==> src/rtl/swma_pkg.sv <==
// Shared constants and types for the stack with middle access.
`default_nettype none

package swma_pkg;

    // Storage geometry.
    localparam int DEPTH      = 16;
    localparam int DATA_WIDTH = 32;
    localparam int CNT_W      = $clog2(DEPTH + 1);
    localparam int IDX_W      = $clog2(DEPTH);

    // Port field widths.
    localparam int OP_W     = 2;
    localparam int VALUE_W  = 32;
    localparam int STATUS_W = 2;
    localparam int FILL_W   = 5;

    // Request codes.
    typedef enum logic [OP_W-1:0] {
        OP_PUSH   = 2'd0,
        OP_POP    = 2'd1,
        OP_PEEK   = 2'd2,
        OP_DELETE = 2'd3
    } t_op;

    // Status codes.
    typedef enum logic [STATUS_W-1:0] {
        ST_OK    = 2'd0,
        ST_EMPTY = 2'd1,
        ST_FULL  = 2'd2
    } t_status;

endpackage : swma_pkg

`default_nettype wire

==> src/rtl/stack_with_middle_access.sv <==
// Bounded stack with pop, push, peek-middle and delete-middle over one memory port.
//
//  channel | signals                                  | accepted when
//  --------+------------------------------------------+----------------------
//  request | i_valid, i_op, i_value_in, o_stall       | i_valid && !o_stall
//  result  | o_valid, o_value_out, o_status,          | o_valid && !i_stall
//          | o_fill_count, i_stall                    |
//
// A push or any error goes through EXEC and FIN to the result register; a pop or
// a peek also goes through RDW. A delete runs SH_RD and SH_WR for each of the
// count - 1 - count/2 entries moved: one read, one write of the single-port memory.
// Reset clears the fill count and control state; the memory is not cleared.
// The request side stalls while an item is in work; a stalled result holds
// the block in its final state until the result register is free.
`default_nettype none

module stack_with_middle_access
    import swma_pkg::*;
(
    input  wire logic                       i_clk,
    input  wire logic                       i_rst_n,
    input  wire logic                       i_valid,
    output logic                            o_stall,
    input  wire logic        [OP_W-1:0]     i_op,
    input  wire logic signed [VALUE_W-1:0]  i_value_in,
    output logic                            o_valid,
    input  wire logic                       i_stall,
    output logic signed [VALUE_W-1:0]       o_value_out,
    output logic        [STATUS_W-1:0]      o_status,
    output logic        [FILL_W-1:0]        o_fill_count
);

    typedef enum logic [5:0] {
        S_IDLE  = 6'b000001,
        S_EXEC  = 6'b000010,
        S_RDW   = 6'b000100,
        S_SH_RD = 6'b001000,
        S_SH_WR = 6'b010000,
        S_FIN   = 6'b100000
    } t_state;

    t_state                  r_state, n_state;
    t_op                     r_op, n_op;
    logic [DATA_WIDTH-1:0]   r_value, n_value;
    logic [CNT_W-1:0]        r_count, n_count;
    logic [IDX_W-1:0]        r_idx, n_idx;
    logic [DATA_WIDTH-1:0]   r_res_value, n_res_value;
    t_status                 r_res_status, n_res_status;

    logic                    r_out_valid;
    logic [VALUE_W-1:0]      r_out_value;
    logic [STATUS_W-1:0]     r_out_status;
    logic [FILL_W-1:0]       r_out_fill;

    logic [DATA_WIDTH-1:0]   mem [DEPTH];
    logic [DATA_WIDTH-1:0]   r_rdata;
    logic                    mem_we;
    logic                    mem_re;
    logic [IDX_W-1:0]        mem_addr;
    logic [DATA_WIDTH-1:0]   mem_wdata;

    logic                    in_xfer;
    logic                    out_free;
    logic                    more_shift;

    assign o_stall  = (r_state != S_IDLE);
    assign in_xfer  = i_valid && (r_state == S_IDLE);
    assign out_free = !r_out_valid || !i_stall;

    // Another entry sits above the current hole when idx + 1 is below the count.
    assign more_shift = (CNT_W'(r_idx) + CNT_W'(1)) < r_count;

    // Sequencer: issues at most one memory access per cycle.
    always_comb begin
        n_state      = r_state;
        n_op         = r_op;
        n_value      = r_value;
        n_count      = r_count;
        n_idx        = r_idx;
        n_res_value  = r_res_value;
        n_res_status = r_res_status;
        mem_we       = 1'b0;
        mem_re       = 1'b0;
        mem_addr     = r_idx;
        mem_wdata    = r_rdata;

        case (r_state)
            S_IDLE: begin
                if (in_xfer) begin
                    n_op    = t_op'(i_op);
                    n_value = DATA_WIDTH'(i_value_in);
                    n_state = S_EXEC;
                end
            end
            S_EXEC: begin
                n_res_value  = '0;
                n_res_status = ST_OK;
                n_state      = S_FIN;
                if (r_op == OP_PUSH) begin
                    if (r_count >= CNT_W'(DEPTH)) begin
                        n_res_status = ST_FULL;
                    end else begin
                        mem_we    = 1'b1;
                        mem_addr  = IDX_W'(r_count);
                        mem_wdata = r_value;
                        n_count   = r_count + CNT_W'(1);
                    end
                end else if (r_count == '0) begin
                    n_res_status = ST_EMPTY;
                end else if (r_op == OP_POP) begin
                    mem_re   = 1'b1;
                    mem_addr = IDX_W'(r_count - CNT_W'(1));
                    n_count  = r_count - CNT_W'(1);
                    n_state  = S_RDW;
                end else begin
                    mem_re   = 1'b1;
                    mem_addr = IDX_W'(r_count >> 1);
                    n_idx    = IDX_W'(r_count >> 1);
                    n_state  = S_RDW;
                end
            end
            S_RDW: begin
                // Read data of the popped or middle entry is now registered.
                n_res_value = r_rdata;
                n_state     = (r_op == OP_DELETE) ? S_SH_RD : S_FIN;
            end
            S_SH_RD: begin
                if (more_shift) begin
                    mem_re   = 1'b1;
                    mem_addr = r_idx + IDX_W'(1);
                    n_state  = S_SH_WR;
                end else begin
                    n_count = r_count - CNT_W'(1);
                    n_state = S_FIN;
                end
            end
            S_SH_WR: begin
                // Move the entry above down into the hole.
                mem_we    = 1'b1;
                mem_addr  = r_idx;
                mem_wdata = r_rdata;
                n_idx     = r_idx + IDX_W'(1);
                n_state   = S_SH_RD;
            end
            S_FIN: begin
                if (out_free) begin
                    n_state = S_IDLE;
                end
            end
            default: begin
                n_state = S_IDLE;
            end
        endcase
    end

    // Control and working registers.
    always_ff @(posedge i_clk) begin
        if (!i_rst_n) begin
            r_state <= S_IDLE;
            r_count <= '0;
        end else begin
            r_state <= n_state;
            r_count <= n_count;
        end
        r_op         <= n_op;
        r_value      <= n_value;
        r_idx        <= n_idx;
        r_res_value  <= n_res_value;
        r_res_status <= n_res_status;
    end

    // Single-port entry memory with registered read data.
    always_ff @(posedge i_clk) begin
        if (mem_we) begin
            mem[mem_addr] <= mem_wdata;
        end
        if (mem_re) begin
            r_rdata <= mem[mem_addr];
        end
    end

    // Result register; it frees as soon as the downstream transfer happens.
    always_ff @(posedge i_clk) begin
        if (!i_rst_n) begin
            r_out_valid <= 1'b0;
        end else if (r_state == S_FIN && out_free) begin
            r_out_valid <= 1'b1;
        end else if (!i_stall) begin
            r_out_valid <= 1'b0;
        end
        if (r_state == S_FIN && out_free) begin
            r_out_value  <= VALUE_W'(r_res_value);
            r_out_status <= r_res_status;
            r_out_fill   <= FILL_W'(r_count);
        end
    end

    assign o_valid      = r_out_valid;
    assign o_value_out  = r_out_value;
    assign o_status     = r_out_status;
    assign o_fill_count = r_out_fill;

endmodule : stack_with_middle_access

`default_nettype wire
==> config.mk <==
export PLATFORM = sky130hd
export DESIGN_NAME = stack_with_middle_access
export DESIGN_NICKNAME = d
export VERILOG_FILES = /design/src/rtl/swma_pkg.sv /design/src/rtl/stack_with_middle_access.sv
export SDC_FILE = /design/constraint.sdc
export NUM_CORES = 1
export LEC_CHECK = 0
export BUFFER_PORTS_ARGS = -buffer_cell sky130_fd_sc_hd__buf_4
export CORE_MARGIN = 5
export CORE_UTILIZATION = 50
export DETAILED_ROUTE_END_ITERATION = 6
export PLACE_DENSITY_LB_ADDON = 0.15
export SETUP_SLACK_MARGIN = 0.5
export SYNTH_ARGS = -nofsm -noshare
export SYNTH_HDL_FRONTEND = slang
export SYNTH_SLANG_ARGS = --single-unit
==> constraint.sdc <==
create_clock -name i_clk -period 9.29 [get_ports i_clk]
set_input_delay 2.787 -clock i_clk [delete_from_list [all_inputs] [get_ports i_clk]]
set_output_delay 2.787 -clock i_clk [all_outputs]
set_load 0.02 [all_outputs]
---- Word level (Yosys, flattened, before mapping) ----
Memory sizes are Yosys's and may differ from the RTL's. A register that Yosys moved wholly into a read port is not among the register bits.
Index checks and enable logic that the tools add are counted.
operators by class
  add/sub/neg operators ................... 4
  magnitude comparators ................... 2
  equality and inequality tests ........... 19
  mux-type cells .......................... 41
  reductions and logical operators ........ 14
operators with widths
  cell                   number
  $mux W32               3
  $pmux W32 S2           1
  $mux W6                6
  $pmux W6 S6            1
  $mux W4                8
  $mux W5                5
  $pmux W4 S2            2
  $ne A2 B2 Y1 const B   6
  $mux W1                10
  $pmux W5 S2            1
  $ne A3 B3 Y1 const B   3
  $eq A6 B1 Y1 const B   1
  $eq A6 B2 Y1 const B   1
  $eq A6 B3 Y1 const B   1
  $eq A6 B4 Y1 const B   1
  $eq A6 B5 Y1 const B   1
  $eq A6 B6 Y1 const B   1
  $ne A6 B1 Y1 const B   1
  $reduce_bool A2 Y1     3
  $add A4 B1 Y5 const B  1
  $add A5 B1 Y5 const B  1
  $ge A5 B5 Y1 const B   1
  $logic_not A5 Y1       1
  $lt A5 B5 Y1           1
  14 further kinds       19
word-level totals
  flip-flop bits (word level) ............. 123
  memory bits (writable) .................. 512
  output and inout bits ................... 41
  memories ................................ 1
memories
  name  words  bits a word  read ports  clocked after memory_dff  wr ports  line                            text
  mem   16     32           1           1                         1         stack_with_middle_access.sv:55  logic [DATA_WIDTH-1:0] mem [DEPTH];

---- Longest topological paths before layout ----
  word-level depth ........................ 6
  depth in mapped cells ................... 15
  mapped depth without buffers ............ 11

---- Worst setup path after synthesis ----
No wires, ideal clock.
  path kind ............................... input to register
  start ................................... input i_stall
  end ..................................... register r_out_fill[0] (netlist: o_fill_count[0]) (enable)
  library setup time ...................... 0.448 ns
  arrival time ............................ 4.726 ns
  required time ........................... 8.842 ns
  slack ................................... 4.116 ns
  stages .................................. 1
  path through ............................ a21oi_1
between the ends
  longest elaborated chain between the ends .. 3
ends and longest elaborated chain
  element               line                             text
  from (decl)           stack_with_middle_access.sv:27   input wire logic i_stall,
  $logic_not A1 Y1      n/a
  $logic_or A1 B1 Y1    stack_with_middle_access.sv:68   assign out_free = !r_out_valid || !i_stall;
  $logic_and A1 B1 Y1   stack_with_middle_access.sv:191  if (r_state == S_FIN && out_free) begin
  to (signal assigned)  stack_with_middle_access.sv:194  r_out_fill <= FILL_W'(r_count);
  to (decl)             stack_with_middle_access.sv:53   logic [FILL_W-1:0] r_out_fill;
Every way passes these cells.
A chain may end at the register's enable or synchronous reset.

---- Worst setup path after layout ----
  start ................................... register r_idx[0]
  end ..................................... memory mem[8][8] (enable)
between the ends
  longest elaborated chain between the ends .. 4
  elaborated cells between the ends (all ways) .. 8
ends and longest elaborated chain
  element                 line                             text
  from (decl)             stack_with_middle_access.sv:46   logic [IDX_W-1:0] r_idx, n_idx;
  from (signal assigned)  stack_with_middle_access.sv:167  r_idx <= n_idx;
  $add A4 B1 Y5           stack_with_middle_access.sv:71   assign more_shift = (CNT_W'(r_idx) + CNT_W'(1)) < r_count;
  $lt A5 B5 Y1            stack_with_middle_access.sv:71
  $mux W4                 stack_with_middle_access.sv:128  if (more_shift) begin
  $pmux W4 S2 *           stack_with_middle_access.sv:87   case (r_state)
  to (decl)               stack_with_middle_access.sv:55
Mark *: on every way between the ends. The rest lies on a longest branch, timed or not.

==> results by group <==
Place
  – DP HPWL: 32,700 um
  – Placed cell area: 0.0278 mm2
  – Final GP Congestion: 0.795
  – I/O Buffers: 78

Yosys
  – Top cells by count, synth: edfxtp_1 (655), mux2i_1 (230), nor2_1 (217), nand2_1 (72), a21oi_1 (46)
  – Post-Syn Area: 0.0265 mm2
  – Synthesized flop and latch total: 667
  – Synth area leaders: edfxtp_1 (74%), mux2i_1 (8.7%), nor2_1 (3.1%), mux2_2 (1.4%), o221ai_1 (1.1%)
  – Seq/Total Area, Yosys: 75.3%
  – Syn_area_per_cell: 16.1 um2
  – Cell variety after synth: 64
  – Post-synth EDFFs: 655
  – Yosys top cell by area: edfxtp_1
  – Post-synth top area share: 74.3%
  – Mapped Cells: 1,648
  – Most frequent cell after synthesis: edfxtp_1
  – Syn nets: 1,693
  – Ys Warns: 0
  – Ys async rst share: 0%
  – Ys flop type: edfxtp_1

Routing
  – Drt drc: 0
  – Post-DRT Antenna Nets: 0
  – Routed len/inst: 23.4 um
  – Via Count: 14.0k
  – DR pass1 iterations: 5
  – Vias/cell: 5.67
  – WL final: 57,900 um
  – Drt initial violations: 1,014

Timing
  – Post-route setup TNS: 0 ns
  – WHS: 0.412 ns
  – Slew headroom: 15.0%
  – Max Fclk: 0.187 GHz
  – Clock skew: 0.0203 ns
  – RSZ-0062 raised after global routing: false
  – Hold Fails Final Rpt: 0
  – Tcrit/Tclk final: 57.7%
  – Tmin final: 5.36 ns
  – Slew @ Worst Pin: 1.27 ns
  – Setup-failing EPs final: 0
  – Max Slew Vio Count: 0

Clock network
  – Clk root buf: clkbuf_16
  – Post-cts sizing count: 0
  – TritonCTS clock tree: yes
  – Cts hold-fix bufs: 0
  – # Post-CTS Setup Buffers: 0
  – Clk slew on worst S/H paths: 0.06 ns
  – CTS sink count: 667
  – CTS Buffer Depth: 3
  – Skew-Pair Late Insertion Delay: 0.60 ns
  – H-tree Lvls: 3
  – Clock buffer count from CTS: 71

Global route
  – Gr usage total: 20.2%
  – Initial antenna violation count: 0
  – First-pass GRT wire length: 88,300 um
  – Largest net degree at the start of global routing: 65
  – Global route total overflow: 0
  – Vias in the first global route: 14.2k

Floorplanning
  – Placement row count: 84
  – Die width: 240 um
  – Initial core utilization: 50.4%
  – Core area: 0.0524 mm2
  – # IOs: 79
  – Area of the die: 0.0576 mm2
  – Die height: 240 um

Final layout
  – Post-layout util: 57.2%
  – Area grow syn2layout: 13.4%
  – Nets: 1,778
  – Cell area after layout: 0.0300 mm2
  – Layout cells sized above 1: 15.5%
  – ANT cells: 0

Worst setup path
  – WP data required: 9.49 ns
  – Critical path class: reg2reg
  – Critical Path End Type: register
  – Startpoint class of the critical path: register
  – Critical Path AT: 5.56 ns
  – CP Max Fanout: 62

Pwr
  – PwrDens: 203 mW/mm2
  – Worst vdd ir: 0.153 mV
  – Static leakage: 10.4 nW

Min path
  – Worst Hold Class: reg2reg

Outcome
  – Status: finished, final reports clean

Run
  – Max cap viols: 0
[flip-flops by register name, indices dropped and copies added, names as in the netlist]
signal        flops
r_rdata          32
o_valid           1
o_fill_count      5
o_status          2
r_state           6
r_value          32
r_op              2
r_count           5
o_value_out      32
mem             512
r_res_value      32
r_res_status      2
r_idx             4
[cell usage in the layout (no fill, tap or decap), types with 3 or more instances in the layout]
| master | count |
|---|---|
| a21boi_0 | 4 |
| a21oi_1 | 45 |
| and2_1 | 38 |
| and3_1 | 3 |
| buf_4 | 106 |
| bufinv_16 | 4 |
| clkbuf_1 | 16 |
| clkbuf_16 | 74 |
| clkinv_1 | 12 |
| clkinv_2 | 17 |
| dfxtp_1 | 12 |
| edfxtp_1 | 655 |
| ha_1 | 7 |
| inv_1 | 13 |
| mux2_2 | 33 |
| mux2i_1 | 230 |
| nand2_1 | 72 |
| nand2b_1 | 3 |
| nand3_1 | 6 |
| nand3b_1 | 5 |
| nand4_1 | 33 |
| nor2_1 | 200 |
| nor2_4 | 17 |
| nor3_1 | 40 |
| o21ai_0 | 11 |
| o221ai_1 | 33 |
| o22ai_1 | 3 |
| o2bb2ai_1 | 31 |
| or2_2 | 3 |
| or3_1 | 4 |
| xnor2_1 | 5 |
[power breakdown]
group	total [W]	internal, W	switching (W)
Combinational	0.000111	0.0000419	0.0000694
Clock	0.00268	0.00157	0.00111
Sequential	0.00329	0.00328	0.00000847
Total	0.00609	0.00489	0.00119
[through the flow]
stage	total power, W	setup slack [ns]	std cells
after floorplan	0.00342	4.12	1648
after global placement	0.00346	4.02	2348
after detailed placement	0.00347	3.94	2348
after CTS	0.00615	3.90	2476
after global routing	0.00628	3.66	2476
final	0.00609	3.93	2476
[final timing paths]
path	endpoint	depth (start not counted)	slack (ns)	from
max	mem[8][8]	11	3.93	r_idx[0]
max reg2reg	mem[8][8]	11	3.93	r_idx[0]
min reg2reg	o_value_out[27]	0	0.41	r_res_value[27]
min	o_value_out[27]	0	0.41	r_res_value[27]
[kinds of logic after synthesis]
| family | share of synthesized area [%] |
|---|---|
| buffers and inverters | 2.09 |
| adder cells (fa/ha/maj) | 0.331 |
| AO/OA/AOI/OAI | 4.11 |
| multiplexers | 10.1 |
| XOR/XNOR | 0.232 |
| AND/OR/NAND/NOR | 7.84 |
| flip-flops | 75.3 |
[per-layer routing]
metal  vias to the layer above  GRT usage [%]  wire length [um]
met5                         -              0                 0
met4                         0           4.87              1100
met3                        85           3.75              2790
met2                       338           32.8             27600
met1                      7124           28.7             26400
li1                       6484              -                 -
[critical path, cell delays in order, from the launching register on]
cell and delay (ns):
edfxtp_1 0.53, ha_1 0.39, ha_1 0.28, a21bo_1 0.21, a2111o_1 0.42, and3_1 0.20, nor3_2 0.16, buf_4 0.77
inv_1 0.39, nor2_1 0.26, nand2_1 0.26, nor2_4 1.02
[cell type report]
type                       count  area (um2)
inverter                      13        48.8
timing repair buffer         106         796
multi-input combinational    874        6170
fill                        4057       22500
tap                          688         861
clock inverter                38         299
sequential                   667       19900
clock buffer                  90        1910
Power figures use the tool's default switching activity.
